`src/sv/owbm_pkg.sv`:
```
// ----------------------------------------------------------------------------
// owbm_pkg
// Shared types and constants for the single-wire bus master core.
// ----------------------------------------------------------------------------
`default_nettype none

package owbm_pkg;

	// Command codes carried by the func field of a tick.
	localparam logic [1:0] FUNC_NONE      = 2'd0;
	localparam logic [1:0] FUNC_BUS_RESET = 2'd1;
	localparam logic [1:0] FUNC_WRITE     = 2'd2;
	localparam logic [1:0] FUNC_READ      = 2'd3;

	// Configuration register indexes.
	localparam int unsigned CFG_IDX_W = 3;
	localparam logic [CFG_IDX_W-1:0] REG_RESET_LOW     = 3'd0;
	localparam logic [CFG_IDX_W-1:0] REG_PRESENCE_WAIT = 3'd1;
	localparam logic [CFG_IDX_W-1:0] REG_SHORT_PHASE   = 3'd2;
	localparam logic [CFG_IDX_W-1:0] REG_LONG_PHASE    = 3'd3;
	localparam logic [CFG_IDX_W-1:0] REG_RECOVERY      = 3'd4;
	localparam logic [CFG_IDX_W-1:0] REG_READ_SAMPLE   = 3'd5;
	localparam logic [CFG_IDX_W-1:0] REG_READ_TAIL     = 3'd6;

	// Write data is as wide as the widest supported timer.
	localparam int unsigned CFG_DATA_W = 16;

	// Register reset values, in ticks.
	localparam int unsigned DEF_RESET_LOW     = 495;
	localparam int unsigned DEF_PRESENCE_WAIT = 65;
	localparam int unsigned DEF_SHORT_PHASE   = 2;
	localparam int unsigned DEF_LONG_PHASE    = 65;
	localparam int unsigned DEF_RECOVERY      = 3;
	localparam int unsigned DEF_READ_SAMPLE   = 15;
	localparam int unsigned DEF_READ_TAIL     = 45;

	// Classified operation as seen by the sequencer.
	typedef enum logic [1:0] {
		OP_NONE,
		OP_BUS_RESET,
		OP_WRITE,
		OP_READ
	} op_t;

	// One classified tick, as it travels through the queue.
	typedef struct packed {
		op_t        op;
		logic [7:0] data;
		logic       level;
	} cmd_t;

endpackage

`default_nettype wire

```
`src/sv/owbm_if.sv`:
```
// ----------------------------------------------------------------------------
// owbm_if
// Valid/ready channels of the single-wire bus master core.
// ----------------------------------------------------------------------------
`default_nettype none

interface owbm_tick_if;
	logic       valid;
	logic       ready;
	logic [1:0] func;
	logic [7:0] data_byte;
	logic       bus_level;

	modport source (output valid, func, data_byte, bus_level, input ready);
	modport sink   (input valid, func, data_byte, bus_level, output ready);
endinterface

interface owbm_result_if;
	logic       valid;
	logic       ready;
	logic       drive_low;
	logic       busy_res;
	logic       done_res;
	logic       presence;
	logic [7:0] read_data;

	modport source (output valid, drive_low, busy_res, done_res, presence, read_data,
		input ready);
	modport sink   (input valid, drive_low, busy_res, done_res, presence, read_data,
		output ready);
endinterface

interface owbm_cfg_if;
	logic                                valid;
	logic                                ready;
	logic [owbm_pkg::CFG_IDX_W-1:0]      index;
	logic [owbm_pkg::CFG_DATA_W-1:0]     data;

	modport source (output valid, index, data, input ready);
	modport sink   (input valid, index, data, output ready);
endinterface

`default_nettype wire

```
`src/sv/owbm_front.sv`:
```
// ----------------------------------------------------------------------------
// owbm_front
// Accepts ticks, decodes the command and holds the result in one stage.
// ----------------------------------------------------------------------------
`default_nettype none

module owbm_front (
	input  wire logic          clk,
	input  wire logic          arst_n,
	owbm_tick_if.sink          tick,
	output owbm_pkg::cmd_t     item,
	output logic               item_valid,
	input  wire logic          item_ready
);

	owbm_pkg::cmd_t cmd_s1;
	logic           valid_s1;
	owbm_pkg::op_t  op_dec;

	always_comb begin
		case (tick.func)
			owbm_pkg::FUNC_BUS_RESET: op_dec = owbm_pkg::OP_BUS_RESET;
			owbm_pkg::FUNC_WRITE:     op_dec = owbm_pkg::OP_WRITE;
			owbm_pkg::FUNC_READ:      op_dec = owbm_pkg::OP_READ;
			default:                  op_dec = owbm_pkg::OP_NONE;
		endcase
	end

	// The stage refills in the same cycle it drains.
	assign tick.ready = !valid_s1 || item_ready;

	always_ff @(posedge clk or negedge arst_n) begin
		if (!arst_n) begin
			valid_s1 <= 1'b0;
		end else if (tick.ready) begin
			valid_s1 <= tick.valid;
		end
	end

	always_ff @(posedge clk) begin
		if (tick.valid && tick.ready) begin
			cmd_s1.op    <= op_dec;
			cmd_s1.data  <= tick.data_byte;
			cmd_s1.level <= tick.bus_level;
		end
	end

	assign item       = cmd_s1;
	assign item_valid = valid_s1;

endmodule

`default_nettype wire

```
`src/sv/owbm_queue.sv`:
```
// ----------------------------------------------------------------------------
// owbm_queue
// Two-entry queue between the command front end and the bus sequencer.
// ----------------------------------------------------------------------------
`default_nettype none

module owbm_queue (
	input  wire logic          clk,
	input  wire logic          arst_n,
	input  wire owbm_pkg::cmd_t push_item,
	input  wire logic          push_valid,
	output logic               push_ready,
	output owbm_pkg::cmd_t     pop_item,
	output logic               pop_valid,
	input  wire logic          pop_ready
);

	owbm_pkg::cmd_t mem_q [2];
	logic           wr_ptr_q;
	logic           rd_ptr_q;
	logic [1:0]     count_q;
	logic           do_push;
	logic           do_pop;

	assign push_ready = (count_q != 2'd2);
	assign pop_valid  = (count_q != 2'd0);
	assign do_push    = push_valid && push_ready;
	assign do_pop     = pop_valid && pop_ready;
	assign pop_item   = mem_q[rd_ptr_q];

	always_ff @(posedge clk or negedge arst_n) begin
		if (!arst_n) begin
			wr_ptr_q <= 1'b0;
			rd_ptr_q <= 1'b0;
			count_q  <= 2'd0;
		end else begin
			if (do_push) begin
				wr_ptr_q <= !wr_ptr_q;
			end
			if (do_pop) begin
				rd_ptr_q <= !rd_ptr_q;
			end
			if (do_push && !do_pop) begin
				count_q <= count_q + 2'd1;
			end else if (do_pop && !do_push) begin
				count_q <= count_q - 2'd1;
			end
		end
	end

	always_ff @(posedge clk) begin
		if (do_push) begin
			mem_q[wr_ptr_q] <= push_item;
		end
	end

endmodule

`default_nettype wire

```
`src/sv/owbm_engine.sv`:
```
// ----------------------------------------------------------------------------
// owbm_engine
// Bus slot sequencer, timing registers and the result output register.
// ----------------------------------------------------------------------------
`default_nettype none

module owbm_engine #(
	parameter int unsigned TIMER_BITS = 10
) (
	input  wire logic          clk,
	input  wire logic          arst_n,
	input  wire owbm_pkg::cmd_t item,
	input  wire logic          item_valid,
	output logic               item_ready,
	owbm_cfg_if.sink           cfg,
	owbm_result_if.source      result
);

	localparam logic [3:0] PH_IDLE     = 4'd0;
	localparam logic [3:0] PH_RST_LOW  = 4'd1;
	localparam logic [3:0] PH_RST_WAIT = 4'd2;
	localparam logic [3:0] PH_W_HIGH   = 4'd3;
	localparam logic [3:0] PH_W_LOW    = 4'd4;
	localparam logic [3:0] PH_W_REL    = 4'd5;
	localparam logic [3:0] PH_W_REC    = 4'd6;
	localparam logic [3:0] PH_R_HIGH   = 4'd7;
	localparam logic [3:0] PH_R_LOW    = 4'd8;
	localparam logic [3:0] PH_R_SAMPLE = 4'd9;
	localparam logic [3:0] PH_R_TAIL   = 4'd10;

	logic [TIMER_BITS-1:0] reset_low_q, presence_wait_q, short_phase_q, long_phase_q;
	logic [TIMER_BITS-1:0] recovery_q, read_sample_q, read_tail_q;

	logic [3:0]            phase_q, phase_n;
	logic [TIMER_BITS-1:0] tick_q, tick_n, tick_inc, len_sel;
	logic [2:0]            bit_q, bit_n;
	logic [7:0]            shift_q, shift_n, read_q, read_n;
	logic                  pres_q, pres_n;
	logic                  done_c, cur_bit, over, step;
	logic                  out_valid_q;

	// Configuration registers; writes are always taken.
	assign cfg.ready = 1'b1;

	always_ff @(posedge clk or negedge arst_n) begin
		if (!arst_n) begin
			reset_low_q     <= TIMER_BITS'(owbm_pkg::DEF_RESET_LOW);
			presence_wait_q <= TIMER_BITS'(owbm_pkg::DEF_PRESENCE_WAIT);
			short_phase_q   <= TIMER_BITS'(owbm_pkg::DEF_SHORT_PHASE);
			long_phase_q    <= TIMER_BITS'(owbm_pkg::DEF_LONG_PHASE);
			recovery_q      <= TIMER_BITS'(owbm_pkg::DEF_RECOVERY);
			read_sample_q   <= TIMER_BITS'(owbm_pkg::DEF_READ_SAMPLE);
			read_tail_q     <= TIMER_BITS'(owbm_pkg::DEF_READ_TAIL);
		end else if (cfg.valid) begin
			case (cfg.index)
				owbm_pkg::REG_RESET_LOW:     reset_low_q     <= cfg.data[TIMER_BITS-1:0];
				owbm_pkg::REG_PRESENCE_WAIT: presence_wait_q <= cfg.data[TIMER_BITS-1:0];
				owbm_pkg::REG_SHORT_PHASE:   short_phase_q   <= cfg.data[TIMER_BITS-1:0];
				owbm_pkg::REG_LONG_PHASE:    long_phase_q    <= cfg.data[TIMER_BITS-1:0];
				owbm_pkg::REG_RECOVERY:      recovery_q      <= cfg.data[TIMER_BITS-1:0];
				owbm_pkg::REG_READ_SAMPLE:   read_sample_q   <= cfg.data[TIMER_BITS-1:0];
				owbm_pkg::REG_READ_TAIL:     read_tail_q     <= cfg.data[TIMER_BITS-1:0];
				default: ;
			endcase
		end
	end

	assign cur_bit = shift_q[bit_q];

	// Length of the phase now running.
	always_comb begin
		case (phase_q)
			PH_RST_LOW:  len_sel = reset_low_q;
			PH_RST_WAIT: len_sel = presence_wait_q;
			PH_W_LOW:    len_sel = cur_bit ? short_phase_q : long_phase_q;
			PH_W_REL:    len_sel = cur_bit ? long_phase_q : short_phase_q;
			PH_W_REC:    len_sel = recovery_q;
			PH_R_LOW:    len_sel = short_phase_q;
			PH_R_SAMPLE: len_sel = read_sample_q;
			PH_R_TAIL:   len_sel = read_tail_q;
			default:     len_sel = '0;
		endcase
	end

	// A zero length behaves like one tick.
	assign over     = ({1'b0, tick_q} + (TIMER_BITS+1)'(1)) >= {1'b0, len_sel};
	assign tick_inc = tick_q + TIMER_BITS'(1);

	always_comb begin
		phase_n = phase_q;
		tick_n  = over ? '0 : tick_inc;
		bit_n   = bit_q;
		shift_n = shift_q;
		read_n  = read_q;
		pres_n  = pres_q;
		done_c  = 1'b0;
		case (phase_q)
			PH_IDLE: begin
				tick_n = '0;
				case (item.op)
					owbm_pkg::OP_BUS_RESET: phase_n = PH_RST_LOW;
					owbm_pkg::OP_WRITE: begin
						shift_n = item.data;
						bit_n   = 3'd0;
						phase_n = PH_W_HIGH;
					end
					owbm_pkg::OP_READ: begin
						shift_n = 8'd0;
						bit_n   = 3'd0;
						phase_n = PH_R_HIGH;
					end
					default: ;
				endcase
			end
			PH_RST_LOW: begin
				if (over) phase_n = PH_RST_WAIT;
			end
			PH_RST_WAIT: begin
				if (over) begin
					pres_n  = !item.level;
					phase_n = PH_IDLE;
					done_c  = 1'b1;
				end
			end
			PH_W_HIGH: begin
				tick_n = '0;
				if (item.level) phase_n = PH_W_LOW;
			end
			PH_W_LOW: begin
				if (over) phase_n = PH_W_REL;
			end
			PH_W_REL: begin
				if (over) phase_n = PH_W_REC;
			end
			PH_W_REC: begin
				if (over) begin
					if (bit_q == 3'd7) begin
						phase_n = PH_IDLE;
						done_c  = 1'b1;
					end else begin
						bit_n   = bit_q + 3'd1;
						phase_n = PH_W_LOW;
					end
				end
			end
			PH_R_HIGH: begin
				tick_n = '0;
				if (item.level) phase_n = PH_R_LOW;
			end
			PH_R_LOW: begin
				if (over) phase_n = PH_R_SAMPLE;
			end
			PH_R_SAMPLE: begin
				if (over) begin
					shift_n[bit_q] = shift_q[bit_q] | item.level;
					phase_n        = PH_R_TAIL;
				end
			end
			PH_R_TAIL: begin
				if (over) begin
					if (bit_q == 3'd7) begin
						read_n  = shift_q;
						phase_n = PH_IDLE;
						done_c  = 1'b1;
					end else begin
						bit_n   = bit_q + 3'd1;
						phase_n = PH_R_LOW;
					end
				end
			end
			default: begin
				tick_n  = '0;
				phase_n = PH_IDLE;
			end
		endcase
	end

	// One tick is executed whenever the output register can take its result.
	assign item_ready = !out_valid_q || result.ready;
	assign step       = item_valid && item_ready;

	always_ff @(posedge clk or negedge arst_n) begin
		if (!arst_n) begin
			phase_q     <= PH_IDLE;
			tick_q      <= '0;
			bit_q       <= 3'd0;
			shift_q     <= 8'd0;
			read_q      <= 8'd0;
			pres_q      <= 1'b0;
			out_valid_q <= 1'b0;
		end else begin
			if (step) begin
				phase_q <= phase_n;
				tick_q  <= tick_n;
				bit_q   <= bit_n;
				shift_q <= shift_n;
				read_q  <= read_n;
				pres_q  <= pres_n;
			end
			if (item_ready) begin
				out_valid_q <= item_valid;
			end
		end
	end

	always_ff @(posedge clk) begin
		if (step) begin
			result.drive_low <= (phase_n == PH_RST_LOW) || (phase_n == PH_W_LOW)
				|| (phase_n == PH_R_LOW);
			result.busy_res  <= (phase_n != PH_IDLE);
			result.done_res  <= done_c;
			result.presence  <= pres_n;
			result.read_data <= read_n;
		end
	end

	assign result.valid = out_valid_q;

endmodule

`default_nettype wire

```
`src/sv/one_wire_bus_master_core.sv`:
```
// ----------------------------------------------------------------------------
// one_wire_bus_master_core: single-wire bus master, one tick per transfer.
// A result is registered in the front end, the queue and the output register
// after its tick transfer. Throughput: one tick per cycle unless the result
// channel stalls. Reset clears all control.
// ----------------------------------------------------------------------------
`default_nettype none

// Each tick transfer carries one microsecond of bus time: the command, the byte
// to write and the sampled wire level. Every tick produces exactly one result
// transfer with the pin drive, busy, done, presence and last read byte.
//
// The front end registers and decodes the tick. A two-entry queue lets the
// front end keep taking ticks while the result side is stalled, until the
// queue fills, and lets the sequencer run ahead when the input side idles.
// The sequencer executes one tick per cycle whenever its output register is
// free or being drained, so back-to-back ticks flow at full rate.
//
// The timing registers reset to the standard slot lengths and are written
// through the configuration channel, which never stalls. Writes are meant to
// happen while the core is idle.
module one_wire_bus_master_core #(
	parameter int unsigned TIMER_BITS = 10
) (
	input  wire logic     clk,
	input  wire logic     arst_n,
	owbm_tick_if.sink     tick,
	owbm_cfg_if.sink      cfg,
	owbm_result_if.source result
);

	owbm_pkg::cmd_t front_item;
	logic           front_valid;
	logic           front_ready;
	owbm_pkg::cmd_t queue_item;
	logic           queue_valid;
	logic           queue_ready;

	// Accept and decode ticks.
	owbm_front u_front (
		.clk        (clk),
		.arst_n     (arst_n),
		.tick       (tick),
		.item       (front_item),
		.item_valid (front_valid),
		.item_ready (front_ready)
	);

	// Decouple the front end from the sequencer.
	owbm_queue u_queue (
		.clk        (clk),
		.arst_n     (arst_n),
		.push_item  (front_item),
		.push_valid (front_valid),
		.push_ready (front_ready),
		.pop_item   (queue_item),
		.pop_valid  (queue_valid),
		.pop_ready  (queue_ready)
	);

	// Run the bus slots and present the result of every tick.
	owbm_engine #(
		.TIMER_BITS (TIMER_BITS)
	) u_engine (
		.clk        (clk),
		.arst_n     (arst_n),
		.item       (queue_item),
		.item_valid (queue_valid),
		.item_ready (queue_ready),
		.cfg        (cfg),
		.result     (result)
	);

endmodule

`default_nettype wire

```
`src/flat_wrapper.sv`:
```
// flat-port wrapper written by rule: the top's interface ports become plain ports
module one_wire_bus_master_core_flat 
#(
	parameter int unsigned TIMER_BITS = 10
)
  (clk, arst_n, tick_valid, tick_func, tick_data_byte, tick_bus_level, tick_ready, cfg_valid, cfg_index, cfg_data, cfg_ready, result_valid, result_drive_low, result_busy_res, result_done_res, result_presence, result_read_data, result_ready);
  owbm_tick_if tick_i ();
  owbm_cfg_if cfg_i ();
  owbm_result_if result_i ();
  input  wire logic clk;
  input  wire logic arst_n;
  input wire logic [$bits(tick_i.valid)-1:0] tick_valid;
  input wire logic [$bits(tick_i.func)-1:0] tick_func;
  input wire logic [$bits(tick_i.data_byte)-1:0] tick_data_byte;
  input wire logic [$bits(tick_i.bus_level)-1:0] tick_bus_level;
  output wire logic [$bits(tick_i.ready)-1:0] tick_ready;
  input wire logic [$bits(cfg_i.valid)-1:0] cfg_valid;
  input wire logic [$bits(cfg_i.index)-1:0] cfg_index;
  input wire logic [$bits(cfg_i.data)-1:0] cfg_data;
  output wire logic [$bits(cfg_i.ready)-1:0] cfg_ready;
  output wire logic [$bits(result_i.valid)-1:0] result_valid;
  output wire logic [$bits(result_i.drive_low)-1:0] result_drive_low;
  output wire logic [$bits(result_i.busy_res)-1:0] result_busy_res;
  output wire logic [$bits(result_i.done_res)-1:0] result_done_res;
  output wire logic [$bits(result_i.presence)-1:0] result_presence;
  output wire logic [$bits(result_i.read_data)-1:0] result_read_data;
  input wire logic [$bits(result_i.ready)-1:0] result_ready;
  assign tick_i.valid = tick_valid;
  assign tick_i.func = tick_func;
  assign tick_i.data_byte = tick_data_byte;
  assign tick_i.bus_level = tick_bus_level;
  assign tick_ready = tick_i.ready;
  assign cfg_i.valid = cfg_valid;
  assign cfg_i.index = cfg_index;
  assign cfg_i.data = cfg_data;
  assign cfg_ready = cfg_i.ready;
  assign result_valid = result_i.valid;
  assign result_drive_low = result_i.drive_low;
  assign result_busy_res = result_i.busy_res;
  assign result_done_res = result_i.done_res;
  assign result_presence = result_i.presence;
  assign result_read_data = result_i.read_data;
  assign result_i.ready = result_ready;
  one_wire_bus_master_core #(.TIMER_BITS(TIMER_BITS)) u_core (.clk(clk), .arst_n(arst_n), .tick(tick_i), .cfg(cfg_i), .result(result_i));
endmodule
```
`config.mk`:
```
export PLATFORM = sky130hd
export DESIGN_NAME = one_wire_bus_master_core_flat
export DESIGN_NICKNAME = d
export VERILOG_FILES = /design/src/sv/owbm_pkg.sv /design/src/sv/owbm_if.sv /design/src/sv/owbm_front.sv /design/src/sv/owbm_queue.sv /design/src/sv/owbm_engine.sv /design/src/sv/one_wire_bus_master_core.sv /design/src/flat_wrapper.sv
export SDC_FILE = /design/constraint.sdc
export NUM_CORES = 1
export LEC_CHECK = 0
export CAP_MARGIN = 30
export CORE_UTILIZATION = 60
export CTS_CLUSTER_SIZE = 28
export DETAILED_ROUTE_END_ITERATION = 7
export DONT_BUFFER_PORTS = 1
export PLACE_DENSITY = 0.76
export SYNTH_ARGS = -nofsm -noshare
export SYNTH_HDL_FRONTEND = slang
export SYNTH_SLANG_ARGS = --single-unit
export TNS_END_PERCENT = 1
```
`constraint.sdc`:
```
create_clock -name clk -period 6.05 [get_ports clk]
set_input_delay 1.21 -clock clk [delete_from_list [all_inputs] [get_ports clk]]
set_output_delay 1.21 -clock clk [all_outputs]
set_load 0.01 [all_outputs]
```
# == After elaboration in Yosys (flattened, before gate mapping) ==
# Memories as Yosys holds them, arrays and structs flattened.
# Cells that the tools add are included.
# totals
register_bits,133
word_cells,149
output_inout_bits,15
n_memories,1
in_bits,35
ram_bits,22
# op_classes
reduce_logical,36
addsub,5
order_cmp,3
n_mux,45
n_bitwise,1
eq_ne,32
# mem_list
name,depth,width,rd,rd_clocked_by_memory_dff,wr,line_no,source
u_core.u_queue.mem_q,2,11,1,0,1,owbm_queue.sv:18,owbm_pkg::cmd_t mem_q [2];
# ops
op,count
one-hot mux 10 bit (8 select lines),1
two-way mux 4 bit,11
one-hot mux 4 bit (11 select lines),1
two-way mux 10 bit,4
two-way mux 8 bit,4
one-hot mux 8 bit (2 select lines),2
"== test 4 x 3 -> 1 bit, second input constant",5
"== test 4 bit, second input constant",4
AND reduction 2 bit,7
"== test 3 bit, second input constant",4
two-way mux 3 bit,4
one-hot mux 4 bit (3 select lines),1
"adder 10 x 1 -> 11 bit, second input constant",1
greater-or-equal comparator 11 x 10 -> 1 bit,1
"adder 10 x 1 -> 10 bit, second input constant",1
two-way mux 1 bit,9
bitwise mux 8 bit,1
"== test 2 bit, second input constant",4
"== test 4 x 1 -> 1 bit, second input constant",2
"== test 4 x 2 -> 1 bit, second input constant",2
"!= test 2 bit, second input constant",4
nonzero test 2 bit,4
OR reduction 8 bit,1
zero test 1 bit,7
other kinds (25),37

# == Longest topological paths before layout ==
# Gate-level depths: netlist of the first run.
# depth
ltp_word,10
mapped_depth,17
ltp_nobuf,14

# == Modules after synthesis ==
# From an unflattened synthesis of the first run, not the netlist that was laid out.
# hier_totals
cells_unflattened,552
area_unflattened_um2,7288.2
# modules_own_cells
module,n_inst,seq_area_each_um2,cells_each,area_each_um2
owbm_engine,1,3016.6,483,5893.2
owbm_queue,1,760.7,52,1003.5
owbm_front,1,355.3,17,391.6

# == Worst setup path after synthesis of the first run ==
# Ideal clock, no wire load.
# synth_path
path_type,register to register
startpoint,reg u_core.u_engine.bit_q[0]
endpoint,reg u_core.u_engine.result.busy_res (data pin)
t_arrival_ps,4035
setup_slack_ps,1745
required_ps,5780
synth_period_minus_slack_ps,4305
n_path_buf,1
path_stages_with_launch,15
setup_time_ps,270
cell_sequence,dfrtp_1 buf_2 mux4_2 a221oi_2 xor2_1 nor3_1 a221oi_1 ha_1 a21o_1 a31oi_1 o21bai_1 a21o_1 o22a_1 or2_2 or3b_2
# synth_via
elab_chain_len,8
word_cells_on_any_way,19
classes_between,1 x order compare; 1 x eq/ne; 16 x mux; 1 x reduce/logical
# synth_lines
element,line_no,source
start: declaration,owbm_engine.sv:36,"logic [2:0] bit_q, bit_n;"
start signal: assignment,owbm_engine.sv:195,bit_q <= bit_n;
binary-select mux 1 bit (select 3 bit),owbm_engine.sv:68,assign cur_bit = shift_q[bit_q];
two-way mux 1 bit (implied by the code),owbm_engine.sv:68,
two-way mux 10 bit (on tied branches),"owbm_engine.sv:76, owbm_engine.sv:75",
one-hot mux 10 bit (8 select lines),owbm_engine.sv:72,case (phase_q)
greater-or-equal comparator 11 x 10 -> 1 bit,owbm_engine.sv:86,"assign over = ({1'b0, tick_q} + (TIMER_BITS+1)'(1)) >= {1'b0, len_sel};"
"two-way mux 4 bit, or another cell as far along",owbm_engine.sv:160,if (over) begin
one-hot mux 4 bit (11 select lines) (*),owbm_engine.sv:97,case (phase_q)
nonzero test 4 bit (*),owbm_engine.sv:210,result.busy_res <= (phase_n != PH_IDLE);
end signal: assignment,owbm_engine.sv:210,
end: declaration,owbm_if.sv:27,"modport source (output valid, drive_low, busy_res, done_res, presence, read_data,"
# Every way passes the cells marked *; elsewhere a longest branch is shown, timed or not. The select of a mux whose other input is x is not followed.
# A chain may end at the register's enable or synchronous reset.

# == Final worst setup path of the first run ==
# Same ends and word-level chain as after synthesis.

==> impl_table.tex, run 1 <==
\begin{tabular}{lr}
\hline
Metric & Value \\
\hline
\multicolumn{2}{l}{\textbf{Synthesis}} \\
XOR/XNOR share of the synthesized area & between 1.5 and 2\% \\
Dominant combinational cell family by area after synthesis & multiplexers \\
Share of synthesized flip-flops with an asynchronous set or reset & around 71\% \\
Share of Yosys cell area claimed by the top area cell type & roughly 30\% \\
Fraction of the mapped netlist area in adder cells & $\sim$2.4\% \\
Synth Area in Simple Gates & under 10\% \\
Number of warning messages in the yosys log & 0 \\
Synth Area in Compound Gates & 10.1\% \\
Number of distinct library cell variants in the gate-level netlist after synthesis & 56 \\
Post-synthesis instance area & around 7200 µm² \\
Commonest cells post-synth & mux2\_2 (98), dfrtp\_1 (87), edfxtp\_1 (45) \\
Most frequent cell after synthesis & mux2\_2 \\
Post-synthesis net count & 612 \\
Instance count of the mapped netlist & between 500 and 600 \\
Biggest area consumer among synthesized cells & dfrtp\_1 \\
Biggest area contributors in the synthesized netlist & dfrtp\_1 (30\%), edfxtp\_1 (19\%), mux2\_2 (15\%) \\
Proportion of synthesized area in mux cells & between 10\% and 20\% \\
EDFF count, synth & between 40 and 50 \\
Ys flop type & dfrtp\_1 \\
Sequential fraction of the synthesis area & between 50\% and 60\% \\
Post-Synthesis Mean Instance Area & 12.9 µm² \\
Count of state elements after synthesis & 155 \\
\multicolumn{2}{l}{\textbf{Worst setup path}} \\
Worst path required time & roughly 6.2 ns \\
Library cell appearing most often on the critical path & a21oi\_1 \\
Buffering stage count on the worst path with inverters included & 0 \\
Sort of element at the end of the critical path & flip-flop \\
Worst-path maximum fanout & 10 \\
Ordered cell list for the critical path & mux4\_2, a221oi\_2, xor2\_1, nor3b\_4, a221oi\_1, ha\_1, a21oi\_1, o21ai\_0, o21bai\_1, a21oi\_1, mux2\_2, nor2\_1, or3b\_2 \\
Arrival time of data at the critical path endpoint & 5.04 ns \\
Kind of cell adding the most delay to the critical path & compound AO/OA/AOI/OAI gates \\
Peak per-stage delay on the critical path & $\sim$0.56 ns \\
Crit path max-delay cell type & mux4\_2 \\
Critical setup path kind & flip-flop to flip-flop \\
Critical path startpoint category & flip-flop \\
\multicolumn{2}{l}{\textbf{Timing}} \\
Clock Skews & between 0.004 and 0.005 ns \\
Total count of hold-check failures in the final report & 0 \\
Tcrit/Tclk final & 80.6\% \\
\# setup viols final & 0 \\
Actual slew at the worst max-slew pin & 1.02 ns \\
Setup repair after global routing missed its margin & false \\
Final WS setup & approximately 1.2 ns \\
Worst slew margin relative to its limit & between 30\% and 40\% \\
Hold slack final & around 0.45 ns \\
Post-route setup TNS & 0 ns \\
Time the final worst path needs with I/O delays and setup & a little under 5 ns \\
Maximum operating frequency & a little over 200 MHz \\
Slew Viols, Final & 0 \\
\multicolumn{2}{l}{\textbf{Place}} \\
Detailed placement HPWL & roughly 9100 µm \\
Placed cell count & roughly 690 \\
Instance area at placement & $\sim$7400 µm² \\
Buffers on Ports & 0 \\
Placement-stage worst setup slack & 1.28 ns \\
Final estimated routing congestion in global placement & roughly 0.85 \\
\multicolumn{2}{l}{\textbf{Drt}} \\
Number of vias after detailed routing & between 4k and 5k \\
Antenna Violating Nets Remaining & 0 \\
First DRT Iteration DRCs & 351 \\
Drt drc & 7 \\
Iteration count of the initial detailed-routing pass & 7 \\
Average via count per standard cell & 6.36 \\
Routed wire per std cell & between 15 and 20 µm \\
Total wire length & 14400 µm \\
\multicolumn{2}{l}{\textbf{Clock tree}} \\
CTS tree & yes \\
Worst-case clock buffer depth & 2 \\
TritonCTS Buffers & 17 \\
Clock-pin slew on the worst setup and hold paths & 0.06 ns \\
Clock Latency Late Sink & 0.43 ns \\
Clock root buffer & clkbuf\_16 \\
CTS HTree Levels & 4 \\
Buffers inserted during post-CTS setup optimization & 0 \\
Post-CTS sizing & 0 \\
Sinks on Clock Net & between 150 and 200 \\
Hold-fix buffers, CTS & 0 \\
\multicolumn{2}{l}{\textbf{Global routing}} \\
Via count of the first global-routing pass & around 4.6k \\
Initial antenna violation count & 0 \\
Aggregate global-route resource usage & 25.0\% \\
Wire length of the first global-routing pass & approximately 24000 µm \\
Pin count of the biggest net entering global routing & between 100 and 150 \\
Residual overflow from global routing & 0 \\
\multicolumn{2}{l}{\textbf{Floorplanning}} \\
Area enclosed by the die boundary & between 10000 and 15000 µm² \\
Initial cell density of the core & 62.6\% \\
Top-level I/O count & 50 \\
Floorplan core area & about 12000 µm² \\
Num rows & 39 \\
Vertical extent of the die & 112 µm \\
Die span in x & between 100 and 150 µm \\
\multicolumn{2}{l}{\textbf{Cells and area}} \\
Ant. Diodes & 0 \\
Share of post-route cells with drive strength above 1 & 30.3\% \\
Post-route design area & about 8000 µm² \\
Synthesis-to-finish area growth & 10.2\% \\
Number of nets in the final layout & 614 \\
Utilization after layout & 69.0\% \\
Final std cells w/o fill & a little over 700 \\
\multicolumn{2}{l}{\textbf{Flow run}} \\
Number of max-cap violations & 0 \\
\multicolumn{2}{l}{\textbf{Run status}} \\
Run status & complete, but fails checks \\
Violated checks & design-rule violations \\
\multicolumn{2}{l}{\textbf{Worst hold path}} \\
Classification of the worst-slack hold path & flip-flop to flip-flop \\
\multicolumn{2}{l}{\textbf{Power}} \\
Leakage power total & 3.23 nW \\
Final total power & 3.76 mW \\
Maximum VDD drop & approximately 0.38 mV \\
Power Dens Cells & approximately 470 nW/µm² \\
\hline
\end{tabular}
==> report_power, final <==
part | internal [mW] | switching (mW)
clock network | 0.603 | 0.416
logic | 0.498 | 0.612
registers | 1.40 | 0.228
total | 2.50 | 1.26
==> placed cells by master (no fill, tap or decap), types with 6 or more instances in the layout <==
cell / netlist / routed
ha_1: 14 / 14
clkinvlp_4: 0 / 6
a21oi_1: 13 / 13
xnor2_1: 10 / 10
edfxtp_1: 45 / 45
dfrtp_1: 87 / 87
nor2_1: 18 / 18
mux2_2: 98 / 98
mux2i_1: 10 / 10
nand3_1: 27 / 27
o22ai_1: 6 / 6
dfstp_2: 23 / 23
a221oi_1: 9 / 9
buf_4: 1 / 9
nand2b_1: 19 / 19
a22oi_1: 30 / 30
clkbuf_16: 0 / 17
nand2_1: 36 / 36
o21ai_0: 13 / 13
==> flip-flops by register name (all words and copies together) (netlist names), 2 cells and up <==
name                              cells
u_core.u_engine.bit_q                 3
u_core.u_queue.count_q                2
u_core.u_engine.tick_q               10
u_core.u_engine.read_q                8
u_core.u_front.item                  11
u_core.u_engine.read_sample_q        10
u_core.u_engine.short_phase_q        10
u_core.u_engine.presence_wait_q      10
u_core.u_queue.mem_q                 22
u_core.u_engine.reset_low_q          10
u_core.u_engine.phase_q               4
u_core.u_engine.shift_q               8
u_core.u_engine.recovery_q           10
u_core.u_engine.result.read_data      8
u_core.u_engine.read_tail_q          10
u_core.u_engine.long_phase_q         10
==> routing by layer <==
| metal | GRT usage [%] | up-vias | share of wire, % |
|---|---|---|---|
| li1 | - | 2116 | - |
| met1 | 34.5 | 2288 | 45 |
| met2 | 37.3 | 152 | 47 |
| met3 | 6.42 | 30 | 5.9 |
| met4 | 11.5 | 0 | 2.2 |
| met5 | 0 | - | 0 |
==> path summary, 6_finish.rpt <==
path / from / slack, ns / end / cells past startpoint
setup reg to reg: u_core.u_engine.bit_q[0]$_DFFE_PN0P_ / 1.17 / u_core.u_engine.result.busy_res$_DFFE_PP_ / 13
hold / removal: u_core.u_front.item[6]$_DFFE_PP_ / 0.45 / u_core.u_queue.mem_q[0][6]$_DFFE_PP_ / 0
min in group asynchronous: arst_n / 0.48 / u_core.u_engine.tick_q[3]$_DFFE_PN0P_ / 0
max in group asynchronous: arst_n / 5.34 / u_core.u_engine.reset_low_q[2]$_DFFE_PN1P_ / 0
setup / recovery: u_core.u_engine.bit_q[0]$_DFFE_PN0P_ / 1.17 / u_core.u_engine.result.busy_res$_DFFE_PP_ / 13
hold reg to reg: u_core.u_front.item[6]$_DFFE_PP_ / 0.45 / u_core.u_queue.mem_q[0][6]$_DFFE_PP_ / 0
==> final cells by class <==
type / count / area, µm²
clock buffer: 17 / 425
clock inverter: 15 / 149
fill: 785 / 3590
inverter: 5 / 18.8
multi-input combinational: 375 / 2980
sequential: 155 / 4130
tap: 143 / 179
timing repair buffer: 11 / 90.1
==> logic make-up (layout without fill, tap and decap cells) <==
kind of cell / Yosys count / after routing
flops: 155 / 155
mux: 109 / 109
buf+inv: 33 / 48
fa+ha+maj: 14 / 14
compound gates: 102 / 102
simple gates: 134 / 134
other cells: 1 / 1
xor+xnor: 15 / 15
No activity file was read; power rests on OpenSTA's default activity.
==> run 2: changes to the inputs <==
==> constraint.sdc (replaced) <==
create_clock -name clk -period 5 [get_ports clk]
set_input_delay 1 -clock clk [delete_from_list [all_inputs] [get_ports clk]]
set_output_delay 1 -clock clk [all_outputs]
set_load 0.01 [all_outputs]
==> run 2 against run 1 <==
Against the previous run: the run still ends with design-rule violations left; hold slack lost 0.18 ns; clock power grew 45%; largest cell class unchanged; count of clock-buffer cells in the layout is the same.
==> impl_table.tex, run 2 (synthesis gave the netlist of run 1 again) <==
\begin{tabular}{lr}
\hline
Metric & Value \\
\hline
\multicolumn{2}{l}{\textbf{Timing}} \\
Tcrit/Tclk final & between 90 and 100\% \\
Clock Skews & 0.00701 ns \\
Time the final worst path needs with I/O delays and setup & approximately 4.6 ns \\
Post-route setup TNS & 0 ns \\
Setup repair after global routing missed its margin & false \\
Worst slew margin relative to its limit & about 29\% \\
Final WS setup & roughly 0.4 ns \\
Actual slew at the worst max-slew pin & $\sim$1.1 ns \\
Slew Viols, Final & 0 \\
\# setup viols final & 0 \\
Total count of hold-check failures in the final report & 0 \\
Maximum operating frequency & roughly 220 MHz \\
\multicolumn{2}{l}{\textbf{Floorplanning}} \\
Floorplan core area & 11600 µm² \\
Area enclosed by the die boundary & approximately 13000 µm² \\
Die span in x & approximately 110 µm \\
Num rows & 39 \\
Top-level I/O count & 50 \\
Vertical extent of the die & 112 µm \\
Initial cell density of the core & around 63\% \\
\multicolumn{2}{l}{\textbf{Clock tree}} \\
Sinks on Clock Net & 155 \\
Buffers inserted during post-CTS setup optimization & 0 \\
Clock Latency Late Sink & 0.43 ns \\
Hold-fix buffers, CTS & 0 \\
Clock root buffer & clkbuf\_16 \\
Worst-case clock buffer depth & 2 \\
Clock-pin slew on the worst setup and hold paths & about 0.06 ns \\
CTS tree & yes \\
CTS HTree Levels & 4 \\
TritonCTS Buffers & 17 \\
\multicolumn{2}{l}{\textbf{Drt}} \\
Total wire length & between 10000 and 15000 µm \\
Met2 wire length & between 6000 and 7000 µm \\
Wire length the detailed router placed on met1 & 6510 µm \\
Antenna Violating Nets Remaining & 0 \\
Top routing layer in use & met4 \\
Iteration count of the initial detailed-routing pass & 7 \\
Routed wire per std cell & roughly 20 µm \\
First DRT Iteration DRCs & 298 \\
Average via count per standard cell & approximately 6.3 \\
Number of vias after detailed routing & 4597 \\
Length of routed met3 wiring & 971 µm \\
Drt drc & 7 \\
\multicolumn{2}{l}{\textbf{Global routing}} \\
Pin count of the biggest net entering global routing & around 110 \\
Aggregate global-route resource usage & approximately a quarter \\
Initial antenna violation count & 0 \\
Wire length of the first global-routing pass & $\sim$24000 µm \\
Via count of the first global-routing pass & roughly 4.6k \\
Residual overflow from global routing & 0 \\
\multicolumn{2}{l}{\textbf{Place}} \\
Final estimated routing congestion in global placement & $\sim$0.87 \\
Placement-stage worst setup slack & 0.138 ns \\
Buffers on Ports & 0 \\
Detailed placement HPWL & between 9000 and 10000 µm \\
\multicolumn{2}{l}{\textbf{Worst setup path}} \\
Critical setup path kind & flip-flop to flip-flop \\
Termination of the worst setup path & u\_core.u\_engine.result.busy\_res\$\_DFFE\_PP\_ \\
Capturing point of the worst reg2reg path & u\_core.u\_engine.result.busy\_res\$\_DFFE\_PP\_ \\
FF-to-FF setup slack & roughly 0.39 ns \\
Launch point of the critical path & u\_core.u\_engine.bit\_q[1]\$\_DFFE\_PN0P\_ \\
Critical path startpoint category & flip-flop \\
Cells on worst reg2reg path & 14 \\
Sort of element at the end of the critical path & flip-flop \\
Worst-path maximum fanout & 12 \\
Worst reg2reg path startpoint & u\_core.u\_engine.bit\_q[1]\$\_DFFE\_PN0P\_ \\
Worst path required time & 5.16 ns \\
Arrival time of data at the critical path endpoint & approximately 4.8 ns \\
\multicolumn{2}{l}{\textbf{Flow run}} \\
Number of max-cap violations & 0 \\
\multicolumn{2}{l}{\textbf{Run status}} \\
Run status & complete, but fails checks \\
Violated checks & design-rule violations \\
\multicolumn{2}{l}{\textbf{Cells and area}} \\
Most flop-heavy register & u\_core.u\_queue.mem\_q \\
Synthesis-to-finish area growth & 12.1\% \\
Share of post-route cells with drive strength above 1 & just over 30\% \\
Number of nets in the final layout & between 600 and 700 \\
Flip-flop count of the largest register after layout & 22 \\
Ant. Diodes & 0 \\
Filler Cell Count & between 700 and 800 \\
Utilization after layout & between 70\% and 80\% \\
Leading cell types in the layout, fill and taps excluded & mux2\_2 (98), dfrtp\_1 (87), edfxtp\_1 (45), nand2\_1 (36), a22oi\_1 (30) \\
Leading cell type in the layout, fill and taps excluded & mux2\_2 \\
\multicolumn{2}{l}{\textbf{Power}} \\
Power Dens Cells & slightly below 600 nW/µm² \\
Maximum VDD drop & around 0.48 mV \\
Leakage power total & 3.33 nW \\
\multicolumn{2}{l}{\textbf{Worst hold path}} \\
Classification of the worst-slack hold path & input port to async pin \\
\hline
\end{tabular}
## run 2: critical path: stages (launching register included)
cell	delay (ns)
dfrtp_1	0.59
mux4_2	0.38
a221oi_2	0.37
xor2_1	0.25
nor3_2	0.11
clkbuf_2	0.19
a221oi_1	0.44
ha_1	0.33
a21o_1	0.18
a31oi_1	0.13
o21bai_1	0.14
a21o_1	0.24
o22a_1	0.23
or2_2	0.31
or3b_2	0.44
## run 2: area by class of cell
type	instances	area (µm²)	share of cell area, %
Clock inverter	15	259	3.19
Sequential cell	155	4130	50.9
Clock buffer	17	425	5.24
Inverter	5	18.8	0.231
Multi-Input combinational cell	375	2980	36.7
Tap cell	143	179	2.21
Timing Repair Buffer	16	121	1.50
## run 2: what timing repair did
action                                 4_1_cts  5_1_grt
setup endpoints to repair                    0        1
gates resized for setup                      0        1
endpoints found under the hold margin        0        0
## run 2: metrics by stage
stage               power (mW)  hold WS, ns  cell area [µm²]  std cells
finish                    4.79        0.267             8110        726
detailed placement        3.29        0.435             7420        693
global route              5.04        0.246             8110        726
CTS                       4.79        0.253             8100        725
floorplan                 2.93        0.421             7240        563
global placement          3.23        0.425             7410        692
## run 2: how the worst min path moves through the flow
stage	endpoint	start	depth (start not counted)	slack (ns)
6_report	u_core.u_engine.tick_q[2]$_DFFE_PN0P_	arst_n	0	0.27
5_1_grt	u_core.u_engine.tick_q[2]$_DFFE_PN0P_	arst_n	0	0.25
4_1_cts	u_core.u_engine.read_sample_q[4]$_DFFE_PN0P_	arst_n	0	0.25
3_5_place_dp	u_core.u_queue.mem_q[0][8]$_DFFE_PP_	u_core.u_front.item[8]$_DFFE_PP_	0	0.44
3_3_place_gp	u_core.u_queue.mem_q[0][0]$_DFFE_PP_	u_core.u_front.item[0]$_DFFE_PP_	0	0.42
2_1_floorplan	u_core.u_queue.mem_q[0][0]$_DFFE_PP_	u_core.u_front.item[0]$_DFFE_PP_	0	0.42
## run 2: power by group
| group | switching, mW | leakage, nW | internal (mW) |
|---|---|---|---|
| Clock | 0.530 | 0.334 | 0.948 |
| Combinational | 0.736 | 1.24 | 0.613 |
| Sequential | 0.270 | 1.76 | 1.69 |
| Total | 1.54 | 3.33 | 3.25 |
## run 2: metal layers
metal  vias up  global-route usage, %
met2       146                   37.7
met4         0                   8.47
met1      2302                   34.9
li1       2130                      -
met5         -                      0
met3        19                   7.78
==> run 3: changes to the inputs <==
--- a/config.mk
+++ b/config.mk
@@ -6,11 +6,10 @@
 export NUM_CORES = 1
 export LEC_CHECK = 0
 export CAP_MARGIN = 30
-export CORE_UTILIZATION = 60
+export CORE_UTILIZATION = 37
 export CTS_CLUSTER_SIZE = 28
 export DETAILED_ROUTE_END_ITERATION = 7
 export DONT_BUFFER_PORTS = 1
-export PLACE_DENSITY = 0.76
 export SYNTH_ARGS = -nofsm -noshare
 export SYNTH_HDL_FRONTEND = slang
 export SYNTH_SLANG_ARGS = --single-unit
==> run 3 against run 2 <==
Against the previous run: the run now ends clean; maximum frequency grew 0.89%; final cell count grew 17%; via count shrank 1.4%; hold slack gained 0.0066 ns; die area grew 61%; largest cell class unchanged; utilization shrank 27 points; clock power shrank 10%; global-route usage shrank 9.0 points; critical path type unchanged; sequential power is essentially flat; power shrank 3.2%; largest power group unchanged; sequential cell count is the same; combinational power is essentially flat.
==> impl_table.tex, run 3 (synthesis gave the netlist of run 1 again) <==
\begin{tabular}{lr}
\hline
Metric & Value \\
\hline
\multicolumn{2}{l}{\textbf{Cells and area}} \\
Share of post-route cells with drive strength above 1 & between 30\% and 40\% \\
Leading cell types in the layout, fill and taps excluded & mux2\_2 (98), dfrtp\_1 (87), edfxtp\_1 (45), nand2\_1 (36), a22oi\_1 (30) \\
Most flop-heavy register & u\_core.u\_queue.mem\_q \\
Number of nets in the final layout & around 620 \\
Utilization after layout & between 40 and 50\% \\
Synthesis-to-finish area growth & 13.5\% \\
Final std cells w/o fill & around 850 \\
Flip-flop count of the largest register after layout & 22 \\
Ant. Diodes & 0 \\
Leading cell type in the layout, fill and taps excluded & mux2\_2 \\
Post-route design area & around 8200 µm² \\
\multicolumn{2}{l}{\textbf{Worst setup path}} \\
Buffering stage count on the worst path with inverters included & 0 \\
Library cell appearing most often on the critical path & a21o\_1 \\
Cells on worst reg2reg path & 13 \\
FF-to-FF setup slack & between 0.4 and 0.5 ns \\
Crit path max-delay cell type & mux4\_2 \\
Capturing point of the worst reg2reg path & u\_core.u\_engine.result.busy\_res\$\_DFFE\_PP\_ \\
Worst-path maximum fanout & 10 \\
Critical setup path kind & flip-flop to flip-flop \\
Ordered cell list for the critical path & mux4\_2, a221oi\_2, xor2\_1, nor3b\_4, a221oi\_1, ha\_1, a21o\_1, a31oi\_1, o21bai\_1, a21o\_1, o22a\_1, or2\_2, or3b\_2 \\
Kind of cell adding the most delay to the critical path & compound AO/OA/AOI/OAI gates \\
Critical path startpoint category & flip-flop \\
Sort of element at the end of the critical path & flip-flop \\
Worst reg2reg path startpoint & u\_core.u\_engine.bit\_q[0]\$\_DFFE\_PN0P\_ \\
Peak per-stage delay on the critical path & approximately 0.53 ns \\
Launch point of the critical path & u\_core.u\_engine.bit\_q[0]\$\_DFFE\_PN0P\_ \\
Worst path required time & a little over 5 ns \\
Arrival time of data at the critical path endpoint & roughly 4.7 ns \\
\multicolumn{2}{l}{\textbf{Clock tree}} \\
Clock root buffer & clkbuf\_16 \\
Worst-case clock buffer depth & 2 \\
TritonCTS Buffers & 17 \\
Sinks on Clock Net & approximately 160 \\
CTS HTree Levels & 4 \\
Clock Latency Late Sink & $\sim$0.42 ns \\
Clock-pin slew on the worst setup and hold paths & approximately 0.060 ns \\
CTS tree & yes \\
\multicolumn{2}{l}{\textbf{Timing}} \\
Final WS setup & about 0.43 ns \\
Slew Viols, Final & 0 \\
Clock Skews & 0.00762 ns \\
Time the final worst path needs with I/O delays and setup & 4.57 ns \\
Maximum operating frequency & around 220 MHz \\
\# setup viols final & 0 \\
Worst slew margin relative to its limit & 37.5\% \\
Post-route setup TNS & 0 ns \\
Total count of hold-check failures in the final report & 0 \\
Actual slew at the worst max-slew pin & between 0.9 and 1 ns \\
Tcrit/Tclk final & between 90\% and 100\% \\
Setup repair after global routing missed its margin & false \\
\multicolumn{2}{l}{\textbf{Place}} \\
Final estimated routing congestion in global placement & between 0.8 and 0.9 \\
Buffers on Ports & 0 \\
Placed cell count & just over 800 \\
Instance area at placement & between 7000 and 8000 µm² \\
Detailed placement HPWL & 10000 µm \\
Placement-stage worst setup slack & about 0.21 ns \\
\multicolumn{2}{l}{\textbf{Floorplanning}} \\
Die span in x & $\sim$140 µm \\
Num rows & 50 \\
Vertical extent of the die & about 140 µm \\
Floorplan core area & 19000 µm² \\
Top-level I/O count & 50 \\
Area enclosed by the die boundary & $\sim$20000 µm² \\
Initial cell density of the core & between 30\% and 40\% \\
\multicolumn{2}{l}{\textbf{Power}} \\
Maximum VDD drop & 0.274 mV \\
Power Dens Cells & between 500 and 600 nW/µm² \\
Leakage power total & around 3.3 nW \\
\multicolumn{2}{l}{\textbf{Global routing}} \\
Residual overflow from global routing & 0 \\
Met2 demand-to-capacity share in global routing & approximately 25\% \\
Initial antenna violation count & 1 \\
Aggregate global-route resource usage & 16.1\% \\
Global routing usage on met1 & between 20\% and 30\% \\
Global routing's busiest layer & met2 \\
Pin count of the biggest net entering global routing & 111 \\
Wire length of the first global-routing pass & 24800 µm \\
Via count of the first global-routing pass & $\sim$4.6k \\
Met3 GRT Util & under 10\% \\
\multicolumn{2}{l}{\textbf{Worst hold path}} \\
Classification of the worst-slack hold path & input port to async pin \\
\multicolumn{2}{l}{\textbf{Drt}} \\
Total wire length & around 15000 µm \\
Antenna Violating Nets Remaining & 0 \\
First DRT Iteration DRCs & around 370 \\
Number of vias after detailed routing & between 4k and 5k \\
Iteration count of the initial detailed-routing pass & 4 \\
Routed wire per std cell & between 15 and 20 µm \\
Average via count per standard cell & 5.35 \\
Drt drc & 0 \\
\multicolumn{2}{l}{\textbf{Flow run}} \\
Number of max-cap violations & 0 \\
\multicolumn{2}{l}{\textbf{Run status}} \\
Run status & finished clean \\
\hline
\end{tabular}
## run 3: per-stage QoR
step	total power, mW	hold slack (ns)
detailed placement	3.33	0.434
CTS	4.66	0.256
global placement	3.27	0.431
floorplan	2.93	0.421
global route	4.91	0.260
finish	4.64	0.273
## run 3: worst max-delay path by stage
stage | endpoint | slack (ns) | cells after the start
floorplan | u_core.u_engine.result.busy_res$_DFFE_PP_ | 0.70 | 14
global placement | u_core.u_engine.result.busy_res$_DFFE_PP_ | 0.22 | 13
detailed placement | u_core.u_engine.result.busy_res$_DFFE_PP_ | 0.21 | 13
CTS | u_core.u_engine.result.busy_res$_DFFE_PP_ | 0.16 | 13
global route | u_core.u_engine.result.busy_res$_DFFE_PP_ | 0.15 | 13
finish | u_core.u_engine.result.busy_res$_DFFE_PP_ | 0.43 | 13
## run 3: power by group
| part | leakage (nW) | switching [mW] | internal [mW] |
|---|---|---|---|
| Combinational | 1.26 | 0.728 | 0.621 |
| Sequential | 1.76 | 0.268 | 1.69 |
| Clock | 0.294 | 0.493 | 0.833 |
| Total | 3.31 | 1.49 | 3.15 |
## run 3: what timing repair did
action                     in CTS  in global routing
setup endpoints to repair       0                  1
hold buffers                    0                  0
buffers inserted                0                  0
gates resized for setup         0                  1
## run 3: per-layer routing
layer  vias up  wire, µm  part of all wire (%)
met5         -         0                     0
met4         0       227                   1.5
met3        17       619                   4.1
met2        64      6940                    46
met1      2323      7160                    48
li1       2128         -                     -
## run 3: final cells by class
class | count | area (µm²)
clock inverter | 12 | 169
tap | 260 | 325
clock buffer | 20 | 437
inverter | 5 | 18.8
fill | 1706 | 10700
sequential | 155 | 4130
timing repair buffer | 20 | 158
multi-input combinational | 375 | 2980
## run 3: worst register-to-register path: stages, from the launching register on
cell	delay [ns]
dfrtp_1	0.39
mux4_2	0.53
a221oi_2	0.41
xor2_1	0.25
nor3b_4	0.51
a221oi_1	0.21
ha_1	0.34
a21o_1	0.18
a31oi_1	0.13
o21bai_1	0.14
a21o_1	0.23
o22a_1	0.24
or2_2	0.30
or3b_2	0.44
